**src/sv/clcb_pkg.sv**
```systemverilog
// ----------------------------------------------------------------------------
// clcb_pkg: shared definitions for the character display cursor buffer
// Holds the default geometry, the field widths and the control and status
// bundles that pass between the controller and the datapath.
// ----------------------------------------------------------------------------
package clcb_pkg;

    // Default number of character columns in each of the two rows.
    localparam int CLCB_NUM_COLS = 16;

    // Field widths of the stream and configuration ports.
    localparam int OP_W      = 4;
    localparam int CHAR_W    = 8;
    localparam int NROW_W    = 2;
    localparam int NCOL_W    = 5;
    localparam int THR_W     = 7;
    localparam int OUT_COL_W = 4;
    localparam int S_DATA_W  = 16;
    localparam int S_USER_W  = 4;
    localparam int M_DATA_W  = 16;

    // Reset value of the character threshold register.
    localparam logic [THR_W-1:0] THR_RESET = 7'd31;

    // Commands from the controller to the datapath.
    typedef struct packed {
        logic latch_in;  // capture the accepted input transaction
        logic exec;      // carry out the latched command
        logic load_out;  // load the result into the output register
    } t_cmd;

    // Status from the datapath to the controller.
    typedef struct packed {
        logic is_read;   // latched command reads the cell store
    } t_status;

endpackage

```
**src/sv/char_lcd_cursor_buffer_core.sv**
```systemverilog
// ----------------------------------------------------------------------------
// char_lcd_cursor_buffer_core: two-row character store with a cursor
// Commands arrive on the slave stream (command code in tuser, character and
// target position in tdata). Each command produces one result transaction
// on the master stream with the status, the cursor, the sticky movement
// error and, for a read, the cell at the cursor.
//
// The result is loaded into the output register after the execute step, or
// after execute and a read wait step for a read, because the cell memory has a
// registered read port. The slave side is ready again once the result is
// loaded, so the next command is accepted only after the last one has been
// loaded into the output register.
// If the receiver stalls, the result waits in the output register and the
// next command is still accepted and executed; it then holds in the load
// step until the output register drains.
// Reset is synchronous, active low: it clears the cursor, the error flag
// and all cell valid bits at once (every cell reads zero), sets the threshold
// register to 31. Clear also invalidates all cells at once. The user writes
// the threshold via the configuration port only while idle (not enforced).
// ----------------------------------------------------------------------------
module char_lcd_cursor_buffer_core
    import clcb_pkg::*;
#(
    parameter int NUM_COLS = CLCB_NUM_COLS
) (
    input  logic                i_clk,
    input  logic                i_rst_n,
    // tdata fields from bit 0: char_code[7:0], new_row[9:8], new_col[14:10]
    input  logic [S_DATA_W-1:0] i_s_tdata,
    // tuser fields from bit 0: op[3:0]
    input  logic [S_USER_W-1:0] i_s_tuser,
    input  logic                i_s_tvalid,
    output logic                o_s_tready,
    // tdata fields from bit 0: ok[0], cursor_row[1], cursor_col[5:2],
    // move_error[6], read_data[14:7]
    output logic [M_DATA_W-1:0] o_m_tdata,
    output logic                o_m_tvalid,
    input  logic                i_m_tready,
    input  logic                i_cfg_wr_en,
    input  logic [THR_W-1:0]    i_cfg_wr_data
);

    t_cmd    cmd;
    t_status status;

    // Command sequencer.
    clcb_ctrl u_ctrl (
        .i_clk      (i_clk),
        .i_rst_n    (i_rst_n),
        .i_s_tvalid (i_s_tvalid),
        .o_s_tready (o_s_tready),
        .o_m_tvalid (o_m_tvalid),
        .i_m_tready (i_m_tready),
        .i_status   (status),
        .o_cmd      (cmd)
    );

    // Store, cursor and result registers.
    clcb_datapath #(
        .NUM_COLS (NUM_COLS)
    ) u_datapath (
        .i_clk         (i_clk),
        .i_rst_n       (i_rst_n),
        .i_s_tdata     (i_s_tdata),
        .i_s_tuser     (i_s_tuser),
        .i_cfg_wr_en   (i_cfg_wr_en),
        .i_cfg_wr_data (i_cfg_wr_data),
        .i_cmd         (cmd),
        .o_status      (status),
        .o_m_tdata     (o_m_tdata)
    );

`ifndef ASSERT_OFF
    // Only one command is in flight: acceptance closes the slave side.
    a_one_in_flight: assert property (@(posedge i_clk) disable iff (!i_rst_n)
        (i_s_tvalid && o_s_tready) |=> !o_s_tready)
        else $error("slave side accepted a second command while busy");

    // Nonzero read data only comes from a read, which always succeeds.
    a_read_ok: assert property (@(posedge i_clk) disable iff (!i_rst_n)
        (o_m_tvalid && (o_m_tdata[14:7] != 8'd0)) |-> o_m_tdata[0])
        else $error("read data reported on a failed command");

    // The reported cursor column stays inside the display.
    a_col_range: assert property (@(posedge i_clk) disable iff (!i_rst_n)
        o_m_tvalid |-> ({3'b000, o_m_tdata[5:2]} < 7'(NUM_COLS)))
        else $error("cursor column out of range");
`endif

endmodule

```
**src/sv/clcb_ctrl.sv**
```systemverilog
// ----------------------------------------------------------------------------
// clcb_ctrl: command sequencer
// Steps each accepted transaction through execute, an optional memory read
// wait, and the hand-off into the output register.
// ----------------------------------------------------------------------------
module clcb_ctrl
    import clcb_pkg::*;
(
    input  logic    i_clk,
    input  logic    i_rst_n,
    input  logic    i_s_tvalid,
    output logic    o_s_tready,
    output logic    o_m_tvalid,
    input  logic    i_m_tready,
    input  t_status i_status,
    output t_cmd    o_cmd
);

    typedef enum logic [1:0] {
        S_IDLE,
        S_EXEC,
        S_RDWAIT,
        S_EMIT
    } t_state;

    t_state r_state;
    logic   r_s_tready;
    logic   r_m_tvalid;
    logic   out_free;

    // The output register can take a new result when empty or being drained.
    assign out_free = !r_m_tvalid || i_m_tready;

    // Commands decoded from the current state.
    always_comb begin
        o_cmd          = '0;
        o_cmd.latch_in = (r_state == S_IDLE) && r_s_tready && i_s_tvalid;
        o_cmd.exec     = (r_state == S_EXEC);
        o_cmd.load_out = (r_state == S_EMIT) && out_free;
    end

    // State register and registered handshake outputs.
    always_ff @(posedge i_clk) begin
        if (!i_rst_n) begin
            r_state    <= S_IDLE;
            r_s_tready <= 1'b0;
            r_m_tvalid <= 1'b0;
        end else begin
            if (o_cmd.load_out) begin
                r_m_tvalid <= 1'b1;
            end else if (i_m_tready) begin
                r_m_tvalid <= 1'b0;
            end
            case (r_state)
                S_IDLE: begin
                    if (o_cmd.latch_in) begin
                        r_state    <= S_EXEC;
                        r_s_tready <= 1'b0;
                    end else begin
                        r_s_tready <= 1'b1;
                    end
                end
                S_EXEC: begin
                    r_state <= i_status.is_read ? S_RDWAIT : S_EMIT;
                end
                S_RDWAIT: begin
                    r_state <= S_EMIT;
                end
                S_EMIT: begin
                    if (out_free) begin
                        r_state    <= S_IDLE;
                        r_s_tready <= 1'b1;
                    end
                end
                default: begin
                    r_state    <= S_IDLE;
                    r_s_tready <= 1'b0;
                end
            endcase
        end
    end

    assign o_s_tready = r_s_tready;
    assign o_m_tvalid = r_m_tvalid;

endmodule

```
**src/sv/clcb_datapath.sv**
```systemverilog
// ----------------------------------------------------------------------------
// clcb_datapath: cell store, cursor and result registers
// Holds the character memory with per-cell valid bits, the cursor, the
// sticky movement error, the threshold register and the output register.
// ----------------------------------------------------------------------------
module clcb_datapath
    import clcb_pkg::*;
#(
    parameter int NUM_COLS = CLCB_NUM_COLS
) (
    input  logic                i_clk,
    input  logic                i_rst_n,
    input  logic [S_DATA_W-1:0] i_s_tdata,
    input  logic [S_USER_W-1:0] i_s_tuser,
    input  logic                i_cfg_wr_en,
    input  logic [THR_W-1:0]    i_cfg_wr_data,
    input  t_cmd                i_cmd,
    output t_status             o_status,
    output logic [M_DATA_W-1:0] o_m_tdata
);

    localparam int CW    = $clog2(NUM_COLS);
    localparam int AW    = CW + 1;
    localparam int DEPTH = 2 ** AW;
    localparam logic [CW-1:0] LAST_COL = CW'(NUM_COLS - 1);

    // Command codes carried in the input user field.
    localparam logic [OP_W-1:0] OP_WRITE     = 4'd0;
    localparam logic [OP_W-1:0] OP_CLEAR     = 4'd1;
    localparam logic [OP_W-1:0] OP_CLEAR_EOL = 4'd2;
    localparam logic [OP_W-1:0] OP_UP        = 4'd3;
    localparam logic [OP_W-1:0] OP_DOWN      = 4'd4;
    localparam logic [OP_W-1:0] OP_RIGHT     = 4'd5;
    localparam logic [OP_W-1:0] OP_LEFT      = 4'd6;
    localparam logic [OP_W-1:0] OP_SET_POS   = 4'd7;
    localparam logic [OP_W-1:0] OP_READ      = 4'd8;

    // Latched input transaction.
    logic [OP_W-1:0]     r_op;
    logic [CHAR_W-1:0]   r_code;
    logic [NROW_W-1:0]   r_nrow;
    logic [NCOL_W-1:0]   r_ncol;

    // Architectural state.
    logic [THR_W-1:0]    r_thr;
    logic                r_row, n_row;
    logic [CW-1:0]       r_col, n_col;
    logic                r_err, n_err;
    logic                r_ok, n_ok;
    logic [DEPTH-1:0]    r_valid, n_valid;
    logic [CHAR_W-1:0]   r_mem [DEPTH];
    logic [CHAR_W-1:0]   r_rd_data;
    logic                r_rd_valid;
    logic [M_DATA_W-1:0] r_out;

    logic [AW-1:0]       addr;
    logic                wr_en;
    logic                char_pass;
    logic                right_ok, right_row;
    logic [CW-1:0]       right_col;
    logic                left_ok, left_row;
    logic [CW-1:0]       left_col;
    logic                pos_ok;
    logic [CHAR_W-1:0]   rdata;

    assign addr      = {r_row, r_col};
    assign o_status.is_read = (r_op == OP_READ);

    // A character passes when it is non-negative and above the threshold.
    assign char_pass = !r_code[CHAR_W-1] && (r_code[CHAR_W-2:0] > r_thr);

    // Cursor step right, wrapping from the end of row 0 into row 1.
    assign right_ok  = (r_col != LAST_COL) || !r_row;
    assign right_row = (r_col == LAST_COL) ? 1'b1 : r_row;
    assign right_col = (r_col != LAST_COL) ? r_col + CW'(1) : '0;

    // Cursor step left, wrapping from the start of row 1 into row 0.
    assign left_ok   = (r_col != '0) || r_row;
    assign left_row  = (r_col == '0) ? 1'b0 : r_row;
    assign left_col  = (r_col != '0) ? r_col - CW'(1) : LAST_COL;

    // A set position target must lie inside the display.
    assign pos_ok = !r_nrow[1] && ({2'b00, r_ncol} < 7'(NUM_COLS));

    // Next-state logic for one command.
    always_comb begin
        n_row   = r_row;
        n_col   = r_col;
        n_err   = r_err;
        n_ok    = 1'b0;
        n_valid = r_valid;
        wr_en   = 1'b0;
        case (r_op)
            OP_WRITE: begin
                if (char_pass) begin
                    wr_en         = 1'b1;
                    n_valid[addr] = 1'b1;
                    n_ok          = right_ok;
                    if (right_ok) begin
                        n_row = right_row;
                        n_col = right_col;
                    end else begin
                        n_err = 1'b1;
                    end
                end
            end
            OP_CLEAR: begin
                n_valid = '0;
                n_row   = 1'b0;
                n_col   = '0;
                n_ok    = 1'b1;
            end
            OP_CLEAR_EOL: begin
                for (int i = 0; i < NUM_COLS; i++) begin
                    if (CW'(i) >= r_col) begin
                        n_valid[{r_row, CW'(i)}] = 1'b0;
                    end
                end
                n_ok = 1'b1;
            end
            OP_UP: begin
                n_ok = r_row;
                if (r_row) begin
                    n_row = 1'b0;
                end else begin
                    n_err = 1'b1;
                end
            end
            OP_DOWN: begin
                n_ok = !r_row;
                if (!r_row) begin
                    n_row = 1'b1;
                end else begin
                    n_err = 1'b1;
                end
            end
            OP_RIGHT: begin
                n_ok = right_ok;
                if (right_ok) begin
                    n_row = right_row;
                    n_col = right_col;
                end else begin
                    n_err = 1'b1;
                end
            end
            OP_LEFT: begin
                n_ok = left_ok;
                if (left_ok) begin
                    n_row = left_row;
                    n_col = left_col;
                end else begin
                    n_err = 1'b1;
                end
            end
            OP_SET_POS: begin
                if (pos_ok) begin
                    n_row = r_nrow[0];
                    n_col = CW'(r_ncol);
                    n_ok  = 1'b1;
                end
            end
            OP_READ: begin
                n_ok = 1'b1;
            end
            default: begin
            end
        endcase
    end

    // Control state: cursor, error flag, valid bits and threshold.
    always_ff @(posedge i_clk) begin
        if (!i_rst_n) begin
            r_thr   <= THR_RESET;
            r_row   <= 1'b0;
            r_col   <= '0;
            r_err   <= 1'b0;
            r_valid <= '0;
        end else begin
            if (i_cfg_wr_en) begin
                r_thr <= i_cfg_wr_data;
            end
            if (i_cmd.exec) begin
                r_row   <= n_row;
                r_col   <= n_col;
                r_err   <= n_err;
                r_valid <= n_valid;
            end
        end
    end

    // Input capture and command outcome.
    always_ff @(posedge i_clk) begin
        if (i_cmd.latch_in) begin
            r_code <= i_s_tdata[7:0];
            r_nrow <= i_s_tdata[9:8];
            r_ncol <= i_s_tdata[14:10];
            r_op   <= i_s_tuser;
        end
        if (i_cmd.exec) begin
            r_ok <= n_ok;
        end
    end

    // Cell memory: one write port, one registered read port at the cursor.
    always_ff @(posedge i_clk) begin
        if (i_cmd.exec && wr_en) begin
            r_mem[addr] <= r_code;
        end
        r_rd_data  <= r_mem[addr];
        r_rd_valid <= r_valid[addr];
    end

    // A cell never written since the last clear reads as zero.
    assign rdata = (o_status.is_read && r_rd_valid) ? r_rd_data : '0;

    // Output register.
    always_ff @(posedge i_clk) begin
        if (i_cmd.load_out) begin
            r_out <= {1'b0, rdata, r_err, OUT_COL_W'(r_col), r_row, r_ok};
        end
    end

    assign o_m_tdata = r_out;

endmodule
```
**config.mk**
```make
export PLATFORM = sky130hd
export DESIGN_NAME = char_lcd_cursor_buffer_core
export DESIGN_NICKNAME = d
export VERILOG_FILES = /design/src/sv/clcb_pkg.sv /design/src/sv/char_lcd_cursor_buffer_core.sv /design/src/sv/clcb_ctrl.sv /design/src/sv/clcb_datapath.sv
export SDC_FILE = /design/constraint.sdc
export NUM_CORES = 1
export LEC_CHECK = 0
export ABC_AREA = 1
export BUFFER_PORTS_ARGS = -buffer_cell sky130_fd_sc_hd__buf_2
export CAP_MARGIN = 20
export CELL_PAD_IN_SITES_DETAIL_PLACEMENT = 0
export CELL_PAD_IN_SITES_GLOBAL_PLACEMENT = 2
export CORE_MARGIN = 2
export CORE_UTILIZATION = 25
export DETAILED_ROUTE_END_ITERATION = 12
export PLACE_DENSITY_LB_ADDON = 0.1
export SYNTH_ARGS = -nofsm -noshare
export SYNTH_HDL_FRONTEND = slang
export SYNTH_SLANG_ARGS = --single-unit
```
**constraint.sdc**
```tcl
create_clock -name i_clk -period 5.1 [get_ports i_clk]
set_clock_uncertainty 0.2 [all_clocks]
set_input_delay 0.255 -clock i_clk [delete_from_list [all_inputs] [get_ports i_clk]]
set_output_delay 0.255 -clock i_clk [all_outputs]
set_load 0.005 [all_outputs]
```
==> results of run 1 <==
report_power, final:
part           switching (mW)  total, mW  internal (mW)
registers              0.0834       3.35           3.27
clock network            1.27       3.05           1.79
logic                   0.892       1.22          0.329
total                    2.24       7.63           5.39
through the flow:
stage / instance area [um2] / setup slack, ns
finish: 17990 / 1.600
global route: 17990 / 1.421
CTS: 17980 / 1.557
detailed placement: 16160 / 1.565
global placement: 16160 / 1.588
floorplan: 15090 / 2.385
sequential cells by signal, summed over array words and instances (netlist names):
register               count
u_datapath.r_valid        32
u_datapath.r_nrow          2
u_ctrl.o_m_tvalid          1
u_datapath.o_m_tdata      15
u_datapath.r_rd_data       8
u_ctrl.r_state             2
u_datapath.r_op            4
u_datapath.r_err           1
u_datapath.r_ok            1
u_datapath.r_rd_valid      1
u_ctrl.o_s_tready          1
u_datapath.r_ncol          5
u_datapath.r_code          8
u_datapath.r_col           4
u_datapath.r_thr           7
u_datapath.r_mem         256
u_datapath.r_row           1
logic make-up after synthesis:
logic type / Yosys count
flops: 349
fa+ha+maj: 14
buf+inv: 185
xor+xnor: 1
compound gates: 319
other cells: 1
simple gates: 598
worst reg2reg max path: cells and delay by family, from the launching register on:
kind          cells  cell delay [ns]
simple gates      3             1.14
flops             1             0.40
buf+inv           2             0.79
fa+ha+maj         1             0.58
placed cells by master, fill, tap and decap left out, drive strengths merged:
| master | instances |
|---|---|
| nand4 | 33 |
| nand3 | 47 |
| nor3 | 4 |
| nand2 | 230 |
| o22ai | 28 |
| inv | 107 |
| clkinvlp | 2 |
| dfxtp | 58 |
| buf | 77 |
| xor2 | 1 |
| o2111ai | 2 |
| clkbuf | 56 |
| a221oi | 1 |
| o21ai | 183 |
| bufinv | 4 |
| edfxtp | 291 |
| conb | 1 |
| nor2 | 273 |
| a21oi | 62 |
| o32ai | 1 |
| a211oi | 1 |
| and3 | 1 |
| clkinv | 20 |
| o21a | 26 |
| or2 | 9 |
| nand3b | 1 |
| dlygate4sd3 | 42 |
| o211ai | 15 |
| ha | 14 |
cell usage after synthesis, drive strengths merged (15+ instances only):
cell type | count | share of area [%]
edfxtp | 291 | 58
nor2 | 273 | 7.0
nand2 | 230 | 5.8
o21ai | 183 | 6.1
inv | 105 | 2.6
a21oi | 62 | 2.1
dfxtp | 58 | 7.7
buf | 52 | 1.9
nand3 | 47 | 1.6
nand4 | 33 | 1.4
o22ai | 28 | 1.2
o21a | 26 | 1.3
clkbuf | 24 | 0.60
o211ai | 15 | 0.75
metal layers:
| metal | vias to the layer above | share of wire (%) | track usage [%] |
|---|---|---|---|
| met5 | - | 0 | 0 |
| met4 | 0 | 2.1 | 4.561 |
| met3 | 59 | 2.9 | 2.295 |
| met2 | 141 | 46 | 26.92 |
| met1 | 5409 | 49 | 23.93 |
| li1 | 5265 | - | - |
path summary, 6_finish.rpt:
kind / startpoint / slack [ns] / to / cells past startpoint
setup / recovery: u_datapath.r_col[1]$_SDFFE_PN0P_ / 1.60 / u_datapath.r_mem[4][6]$_DFFE_PP_ / 6
setup reg to reg: u_datapath.r_col[1]$_SDFFE_PN0P_ / 1.60 / u_datapath.r_mem[4][6]$_DFFE_PP_ / 6
hold / removal: i_rst_n / 0.16 / u_datapath.r_col[3]$_SDFFE_PN0P_ / 3
hold reg to reg: u_datapath.r_err$_SDFFE_PN0P_ / 0.24 / u_datapath.o_m_tdata[6]$_DFFE_PP_ / 0
layout make-up:
type | instances | share of cell area [%]
clock buffers | 56 | 6.306
clock inverters | 24 | 1.453
multi-input cells | 933 | 24.52
inverters | 109 | 2.288
well taps | 782 | 5.437
flip-flops and latches | 349 | 55.03
repair buffers | 119 | 4.965
==> flow_metrics.py, run 1 <==
metrics = {
    "run_status": {
        "outcome": "complete, no violations",
    },
    "yosys": {
        "netlist_instances": 1467,
        "synth_ff_type": "edfxtp_1",
        "syn_area_mm2": 0.01509,
        "synthXorXnorAreaFrac_pct": 0.05803,
        "synthAdderAreaFrac_pct": 1.161,
        "ys_types": 36,
        "synth_area_per_cell_um2": 10.29,
        "synth_edf_count": 291,
        "synth_seq_area_share_pct": 65.59,
        "synth_top_family_by_area": "simple AND/OR/NAND/NOR gates",
        "muxShareOfSynthArea_pct": 0,
        "synth-seq-cells": 349,
        "syn_nets": 1513,
        "yosys_warnings": 0,
        "ys_async_sr_fraction_pct": 0,
        "synth-simple-area-share_pct": 16.35,
        "synth_compound_area_share_pct": 11.61,
    },
    "place": {
        "gp_congestion": 0.7489,
        "portBuffers": 47,
        "hpwl_mm": 32.79,
        "dpl.cell_count": 2248,
    },
    "global_route": {
        "grt_pass1_wl_mm": 76.73,
        "grt_pass1_vias": 10890,
        "track_usage_pct": 16.86,
        "grt_max_degree": 119,
        "antenna_found_initial": 0,
        "grt-ovfl-total": 0,
    },
    "timing": {
        "slew_headroom_pct": 24.49,
        "hold_violations": 0,
        "tightestPinTransition_ns": 1.128,
        "fin_crit_ns": 3.500,
        "rsz0062_at_grt": "no",
        "slew_violations": 0,
        "holdWs_ns": 0.1595,
        "setup_viol": 0,
        "setup_tns_ns": 0,
        "timing.fmax_ghz": 0.2857,
        "finalCritPeriodShare_pct": 68.64,
    },
    "clocking": {
        "cts_tree": "done",
        "cts_buffer_depth": 3,
        "cts_resized": 0,
        "cts.sinks": 349,
        "cts_buffers": 43,
        "cts_hold_buf": 42,
        "cts_root_buffer": "clkbuf_16",
        "clk_pin_slew_worst_paths_ns": 0.06,
        "insertion_delay_ns": 0.59,
        "h-tree-depth": 2,
        "cts_setup_buffers": 0,
    },
    "setup_path": {
        "cp_cell_sequence": "inv_1 -> ha_1 -> nand2_1 -> inv_1 -> nand2_1 -> nor2_1",
        "startpoint_type": "flop",
        "cpPeakStageDelay_ns": 0.82,
        "cp_num_buf_inv": 2,
        "crit_family": "simple AND/OR/NAND/NOR gates",
        "crit_arrival_ns": 3.48,
        "critPathKind": "flop to flop",
        "cp_slowest_cell": "nor2_1",
        "required_ns": 5.08,
        "critPathCaptureType": "flop",
        "crit_path_max_fanout": 10,
    },
    "finish": {
        "postLayoutCoreUtil_pct": 29.98,
        "fill_cells": 6292,
        "drive_gt1_share_pct": 11.07,
        "regArea_mm2": 0.009903,
        "final_nets": 1601,
        "antennaDiodeCount": 0,
        "area_growth_pct": 19.22,
        "instances_no_fill": 2372,
        "multi_input_area_mm2": 0.004412,
    },
    "pwr": {
        "power_density_mw_per_mm2": 423.8,
        "peakVddDrop_v": 0.0001988,
        "leakagePower_nw": 6.475,
        "finalPower_mw": 7.627,
    },
    "drt": {
        "vias": 10870,
        "drtIter0Drc": 741,
        "first_pass_iters": 4,
        "drc": 0,
        "ant_nets": 0,
        "via_per_inst": 4.584,
        "wl_mm": 52.55,
        "wl_per_cell_um": 22.15,
    },
    "die": {
        "ios": 50,
        "fp.dieArea_mm2": 0.06236,
        "die_h_um": 249.7,
        "num_rows": 90,
        "coreArea_mm2": 0.06002,
        "die_w_um": 249.7,
        "start_util_pct": 25.15,
    },
    "run": {
        "drv_cap": 0,
    },
    "worst_hold_path": {
        "hold_class": "input port to flop",
    },
}
Note: power is estimated with default switching activity, not from simulation.
==> run 2: changes to the inputs <==
--- a/config.mk
+++ b/config.mk
@@ -5,7 +5,7 @@
 export SDC_FILE = /design/constraint.sdc
 export NUM_CORES = 1
 export LEC_CHECK = 0
-export ABC_AREA = 1
+export ABC_AREA = 0
 export BUFFER_PORTS_ARGS = -buffer_cell sky130_fd_sc_hd__buf_2
 export CAP_MARGIN = 20
 export CELL_PAD_IN_SITES_DETAIL_PLACEMENT = 0
==> constraint.sdc (replaced) <==
create_clock -name i_clk -period 3.4 [get_ports i_clk]
set_clock_uncertainty 0.2 [all_clocks]
set_input_delay 0.17 -clock i_clk [delete_from_list [all_inputs] [get_ports i_clk]]
set_output_delay 0.17 -clock i_clk [all_outputs]
set_load 0.005 [all_outputs]
==> run 2 against run 1 <==
Net effect: flip-flop and latch count stayed put; sequential power is 48% higher; sequential share of layout area rose by 0.19 points; highest routed layer unchanged; utilization up 1.1 points; maximum frequency rose by 15%; die area fell by 2.9%; via count decreased by 21%; clock-buffer cell count up 3; synthesized area fell by 2.9%.
==> flow_metrics.py, run 2 <==
metrics = {
    "setup_path": {
        "crit_start": "u_datapath.r_code[6]$_DFFE_PP_",
        "r2r_cells": 9,
        "critPathCaptureType": "flop",
        "critPathKind": "flop to flop",
        "r2r_start": "u_datapath.r_code[6]$_DFFE_PP_",
        "crit_arrival_ns": 3.11,
        "r2r_setup_slack_ns": 0.36,
        "startpoint_type": "flop",
        "crit_path_max_fanout": 16,
        "required_ns": 3.47,
        "timing.rr.end": "u_datapath.r_mem[13][0]$_DFFE_PP_",
        "endpoint": "u_datapath.r_mem[13][0]$_DFFE_PP_",
    },
    "global_route": {
        "track_usage_pct": 14.88,
        "use_met2_pct": 23.66,
        "grt.busiest_layer": "met2",
        "grt_pass1_wl_mm": 64.52,
        "met1_usage_pct": 20.87,
        "antenna_found_initial": 0,
        "grt.met3_usage_pct": 2.767,
        "grt_pass1_vias": 9043,
        "grt-ovfl-total": 0,
        "grt_max_degree": 44,
    },
    "finish": {
        "drive_gt1_share_pct": 25.45,
        "final_cell_mix": "291 x edfxtp_1, 85 x nand2_1, 77 x mux4_2",
        "fin_area_mm2": 0.01794,
        "largest_register_ffs": 256,
        "final_nets": 1124,
        "area_growth_pct": 22.46,
        "regMostFlops": "u_datapath.r_mem",
        "final_common_cell": "edfxtp_1",
        "antennaDiodeCount": 0,
    },
    "timing": {
        "tightestPinTransition_ns": 0.8209,
        "setup_viol": 0,
        "slew_headroom_pct": 44.94,
        "setup_tns_ns": 0,
        "timing.fmax_ghz": 0.3286,
        "rsz0062_at_grt": "no",
        "hold_violations": 0,
        "holdWs_ns": 0.1098,
        "slew_violations": 0,
        "fin_crit_ns": 3.043,
        "finalCritPeriodShare_pct": 89.50,
    },
    "drt": {
        "drtIter0Drc": 562,
        "via_per_inst": 4.580,
        "wl_per_cell_um": 23.46,
        "wl_mm": 44.03,
        "first_pass_iters": 5,
        "vias": 8596,
        "drc": 0,
        "ant_nets": 0,
    },
    "yosys": {
        "synth_area_leaders": "edfxtp_1 60%, mux4_2 12%, dfxtp_1 7.9%",
        "netlist_instances": 924,
        "synth_seq_area_share_pct": 67.55,
        "synth-seq-cells": 349,
        "yosys-top-cells-count": "291 x edfxtp_1, 85 x nand2_1, 77 x mux4_2, 58 x dfxtp_1, 57 x nor2_1",
        "yosysMostFrequentCell": "edfxtp_1",
        "synth_edf_count": 291,
        "yosys_warnings": 0,
        "ys_types": 72,
        "ys_async_sr_fraction_pct": 0,
        "syn_area_mm2": 0.01465,
        "synth_ff_type": "edfxtp_1",
        "yosys.area.top_type": "edfxtp_1",
        "synth_top_area_share_pct": 59.63,
        "syn_nets": 970,
        "synth_area_per_cell_um2": 15.86,
    },
    "run_status": {
        "outcome": "complete, no violations",
    },
    "clocking": {
        "cts_setup_buffers": 0,
        "h-tree-depth": 2,
        "cts_tree": "done",
        "insertion_delay_ns": 0.57,
        "cts_buffers": 43,
        "cts.sinks": 349,
        "cts_root_buffer": "clkbuf_16",
        "clk_pin_slew_worst_paths_ns": 0.06,
        "cts_buffer_depth": 3,
        "cts_resized": 0,
    },
    "pwr": {
        "power_density_mw_per_mm2": 588.4,
        "peakVddDrop_v": 0.0003031,
        "leakagePower_nw": 6.030,
    },
    "place": {
        "portBuffers": 47,
        "hpwl_mm": 28.73,
        "gp_congestion": 0.7255,
        "placed_cell_area_mm2": 0.01622,
    },
    "die": {
        "num_rows": 88,
        "ios": 50,
        "die_h_um": 246.1,
        "coreArea_mm2": 0.05781,
        "start_util_pct": 25.35,
        "fp.dieArea_mm2": 0.06057,
        "die_w_um": 246.1,
    },
    "worst_hold_path": {
        "holdPathStages": 2,
        "hold_class": "input port to flop",
    },
    "run": {
        "drv_cap": 0,
    },
}
[run 2: cell count changes after synthesis, sizes merged, moves of 16 or more]
| cell | previous run | this run |
|---|---|---|
| nand4 | 33 | 3 |
| nor2 | 273 | 58 |
| and3 | 1 | 22 |
| nand3 | 47 | 17 |
| mux4 | 0 | 77 |
| mux2i | 0 | 28 |
| a21oi | 62 | 25 |
| nand2 | 230 | 87 |
| o21a | 26 | 3 |
| o22ai | 28 | 4 |
| inv | 105 | 22 |
| o21ai | 183 | 34 |
| buf | 52 | 36 |
[run 2: cells by family (layout without fill, tap and decap cells)]
family                   count (synthesis)  count (layout)  share of synthesized area, %
multiplexers                           107             107                         13.90
flip-flops                             349             349                         67.55
other                                    1               1                       0.02559
buffers and inverters                   77             265                         2.485
adder cells (fa/ha/maj)                 14              14                         1.195
AND/OR/NAND/NOR                        239             239                         8.470
AO/OA/AOI/OAI                          137             137                         6.370
[run 2: final cells by class]
type | instances | area (um2)
clock buffer | 59 | 1179
clock inverter | 20 | 136.4
fill | 5787 | 39860
inverter | 23 | 86.33
multi-input combinational | 498 | 4393
sequential | 349 | 9910
tap | 765 | 957.2
timing repair buffer | 163 | 1284
[run 2: worst max-delay path: stages (launching register included)]
cell	delay [ns]
edfxtp_1	0.39
ha_1	0.32
and4_1	0.24
a21boi_2	0.29
nor2_1	0.14
nor4_4	0.26
buf_4	0.28
nand2_1	0.23
nor2_1	0.15
buf_4	0.21
[run 2: metrics by stage]
step                      setup slack (ns)  std cells  utilization (%)  total power [mW]
after floorplan                     0.1781        924                -             5.781
after global placement              0.3245       1757            28.06             6.330
after detailed placement            0.3253       1757            28.06             6.324
after CTS                           0.3090       1877            31.04             10.78
after global routing                0.1719       1877            31.04             11.04
final                               0.3569       1877            31.04             10.56
[run 2: routing by layer]
layer / share of wire (%) / wire length [um]
met1: 48 / 21280
met2: 47 / 20490
met3: 3.3 / 1466
met4: 1.8 / 802
met5: 0 / 0
[run 2: timing repair]
action	in CTS	in global routing
endpoints found under the setup margin	0	0
endpoints found under the hold margin	49	0
hold buffers	41	0
[run 2: how the worst min path moves through the flow]
stage / startpoint / end / slack, ns
finish: i_s_tdata[0] / u_datapath.r_code[0]$_DFFE_PP_ / 0.11
global route: i_s_tdata[0] / u_datapath.r_code[0]$_DFFE_PP_ / 0.09
CTS: i_s_tdata[0] / u_datapath.r_code[0]$_DFFE_PP_ / 0.07
detailed placement: i_s_tdata[13] / u_datapath.r_ncol[3]$_DFFE_PP_ / 0.15
global placement: i_s_tdata[10] / u_datapath.r_ncol[0]$_DFFE_PP_ / 0.15
floorplan: i_s_tdata[0] / u_datapath.r_code[0]$_DFFE_PP_ / 0.07
[run 2: report_power, final]
group	internal [mW]	switching, mW
combinational	0.481	0.807
sequential	4.86	0.0880
clock	2.51	1.81
total	7.85	2.70
==> run 3: changes to the inputs <==
==> constraint.sdc (replaced) <==
create_clock -name i_clk -period 3.4 [get_ports i_clk]
set_clock_uncertainty 0.2 [all_clocks]
set_input_delay 0.68 -clock i_clk [delete_from_list [all_inputs] [get_ports i_clk]]
set_output_delay 0.68 -clock i_clk [all_outputs]
set_load 0.005 [all_outputs]
==> run 3 against run 2 <==
Net effect: flip-flop and latch count is the same; combinational power decreased by 3%; worst hold slack got worse by 0.028 ns; largest cell class unchanged; total power shrank 0.69%; sequential power about the same; clock-buffer cell count up 1; critical path type unchanged; setup slack improved by 0.036 ns.
==> flow_metrics.py, run 3 (synthesized netlist as in run 2, its figures left out) <==
metrics = {
    "place": {
        "hpwl_mm": 29.22,
        "placed_cell_area_mm2": 0.01625,
        "portBuffers": 47,
        "gp_congestion": 0.7315,
        "pre_cts_ws_ns": 0.3439,
    },
    "drt": {
        "via_per_inst": 4.596,
        "vias": 8443,
        "drtIter0Drc": 615,
        "drc": 0,
        "ant_nets": 0,
        "wl_mm": 43.72,
        "first_pass_iters": 4,
        "wl_per_cell_um": 23.80,
    },
    "clocking": {
        "cts.sinks": 349,
        "insertion_delay_ns": 0.58,
        "cts_tree": "done",
        "h-tree-depth": 2,
        "cts_setup_buffers": 0,
        "cts_buffers": 43,
        "cts_resized": 0,
        "clk_pin_slew_worst_paths_ns": 0.06,
        "cts_hold_buf": 0,
        "cts_buffer_depth": 3,
        "cts_root_buffer": "clkbuf_16",
    },
    "timing": {
        "slew_violations": 0,
        "holdWs_ns": 0.08178,
        "fin_crit_ns": 3.007,
        "timing.fmax_ghz": 0.3326,
        "hold_violations": 0,
        "slew_headroom_pct": 56.15,
        "fin_ws_ns": 0.3932,
        "setup_tns_ns": 0,
        "finalCritPeriodShare_pct": 88.44,
        "setup_viol": 0,
        "rsz0062_at_grt": "no",
        "tightestPinTransition_ns": 0.6553,
    },
    "global_route": {
        "met1_usage_pct": 20.87,
        "grt_pass1_vias": 8783,
        "track_usage_pct": 14.79,
        "grt.busiest_layer": "met2",
        "grt_pass1_wl_mm": 64.12,
        "grt-ovfl-total": 0,
        "antenna_found_initial": 1,
        "grt.met3_usage_pct": 2.451,
        "use_met2_pct": 23.72,
        "grt_max_degree": 44,
    },
    "setup_path": {
        "timing.rr.end": "u_datapath.r_mem[12][4]$_DFFE_PP_",
        "startpoint_type": "flop",
        "critPathKind": "flop to flop",
        "r2r_cells": 9,
        "required_ns": 3.46,
        "crit_arrival_ns": 3.07,
        "critPathCaptureType": "flop",
        "r2r_setup_slack_ns": 0.39,
        "endpoint": "u_datapath.r_mem[12][4]$_DFFE_PP_",
        "crit_start": "u_datapath.r_code[6]$_DFFE_PP_",
        "crit_path_max_fanout": 16,
        "r2r_start": "u_datapath.r_code[6]$_DFFE_PP_",
    },
    "die": {
        "ios": 50,
        "start_util_pct": 25.35,
        "num_rows": 88,
        "coreArea_mm2": 0.05781,
        "die_h_um": 246.1,
        "fp.dieArea_mm2": 0.06057,
        "die_w_um": 246.1,
    },
    "pwr": {
        "peakVddDrop_v": 0.0003224,
        "finalPower_mw": 10.48,
        "leakagePower_nw": 5.883,
        "power_density_mw_per_mm2": 597.3,
    },
    "finish": {
        "largest_register_ffs": 256,
        "final_common_cell": "edfxtp_1",
        "final_nets": 1087,
        "fin_area_mm2": 0.01755,
        "area_growth_pct": 19.78,
        "antennaDiodeCount": 0,
        "final_cell_mix": "291 x edfxtp_1, 85 x nand2_1, 77 x mux4_2",
        "drive_gt1_share_pct": 26.49,
        "regMostFlops": "u_datapath.r_mem",
    },
    "run": {
        "drv_cap": 0,
    },
    "run_status": {
        "outcome": "complete, no violations",
    },
    "worst_hold_path": {
        "holdPathStages": 1,
        "hold_class": "input port to flop",
    },
}
-- run 3: changes by cell type in the layout (fill, tap and decap cells not counted), moves of 2 or more --
| cell | delta |
|---|---|
| buf_4 | +4 |
| inv_6 | +2 |
| dlygate4sd3_1 | -41 |
| clkinv_2 | -5 |
| clkbuf_8 | +3 |
-- run 3: per-layer routing --
layer	vias to the layer above	share of wire, %
met5	-	0
met4	0	1.6
met3	47	3.6
met2	136	47
met1	4397	48
li1	3863	-
-- run 3: power breakdown --
group | total, mW | internal [mW] | switching [mW]
sequential | 4.96 | 4.86 | 0.0955
clock | 4.27 | 2.45 | 1.82
combinational | 1.25 | 0.453 | 0.801
-- run 3: how the worst min path moves through the flow --
stage	slack, ns	start	to
after floorplan	0.20	u_datapath.r_ok$_DFFE_PN_	u_datapath.o_m_tdata[0]$_DFFE_PP_
after global placement	0.22	u_datapath.r_ok$_DFFE_PN_	u_datapath.o_m_tdata[0]$_DFFE_PP_
after detailed placement	0.23	u_datapath.r_ok$_DFFE_PN_	u_datapath.o_m_tdata[0]$_DFFE_PP_
after CTS	0.05	i_s_tdata[8]	u_datapath.r_nrow[0]$_DFFE_PP_
after global routing	0.05	i_s_tdata[0]	u_datapath.r_code[0]$_DFFE_PP_
final	0.08	i_s_tdata[11]	u_datapath.r_ncol[1]$_DFFE_PP_
-- run 3: area by class of cell --
| type | instances | area (um2) |
|---|---|---|
| inverters | 23 | 86.33 |
| clock buffers | 60 | 1191 |
| well taps | 765 | 957.2 |
| clock inverters | 16 | 112.6 |
| repair buffers | 126 | 903.4 |
| multi-input cells | 498 | 4393 |
| fillers | 5759 | 40250 |
| flip-flops and latches | 349 | 9910 |
-- run 3: worst max-delay path: stages (launching register included) --
cell,delay (ns)
edfxtp_1,0.40
ha_1,0.33
and4_1,0.24
a21boi_2,0.26
nor2_1,0.13
nor4_4,0.26
buf_4,0.29
nand2_1,0.21
nor2_1,0.17
buf_4,0.21
-- run 3: through the flow --
step                utilization (%)  std cells
finish                        30.37       1837
global route                  30.37       1837
CTS                           30.37       1837
detailed placement            28.11       1761
global placement              28.11       1761
floorplan                         -        924
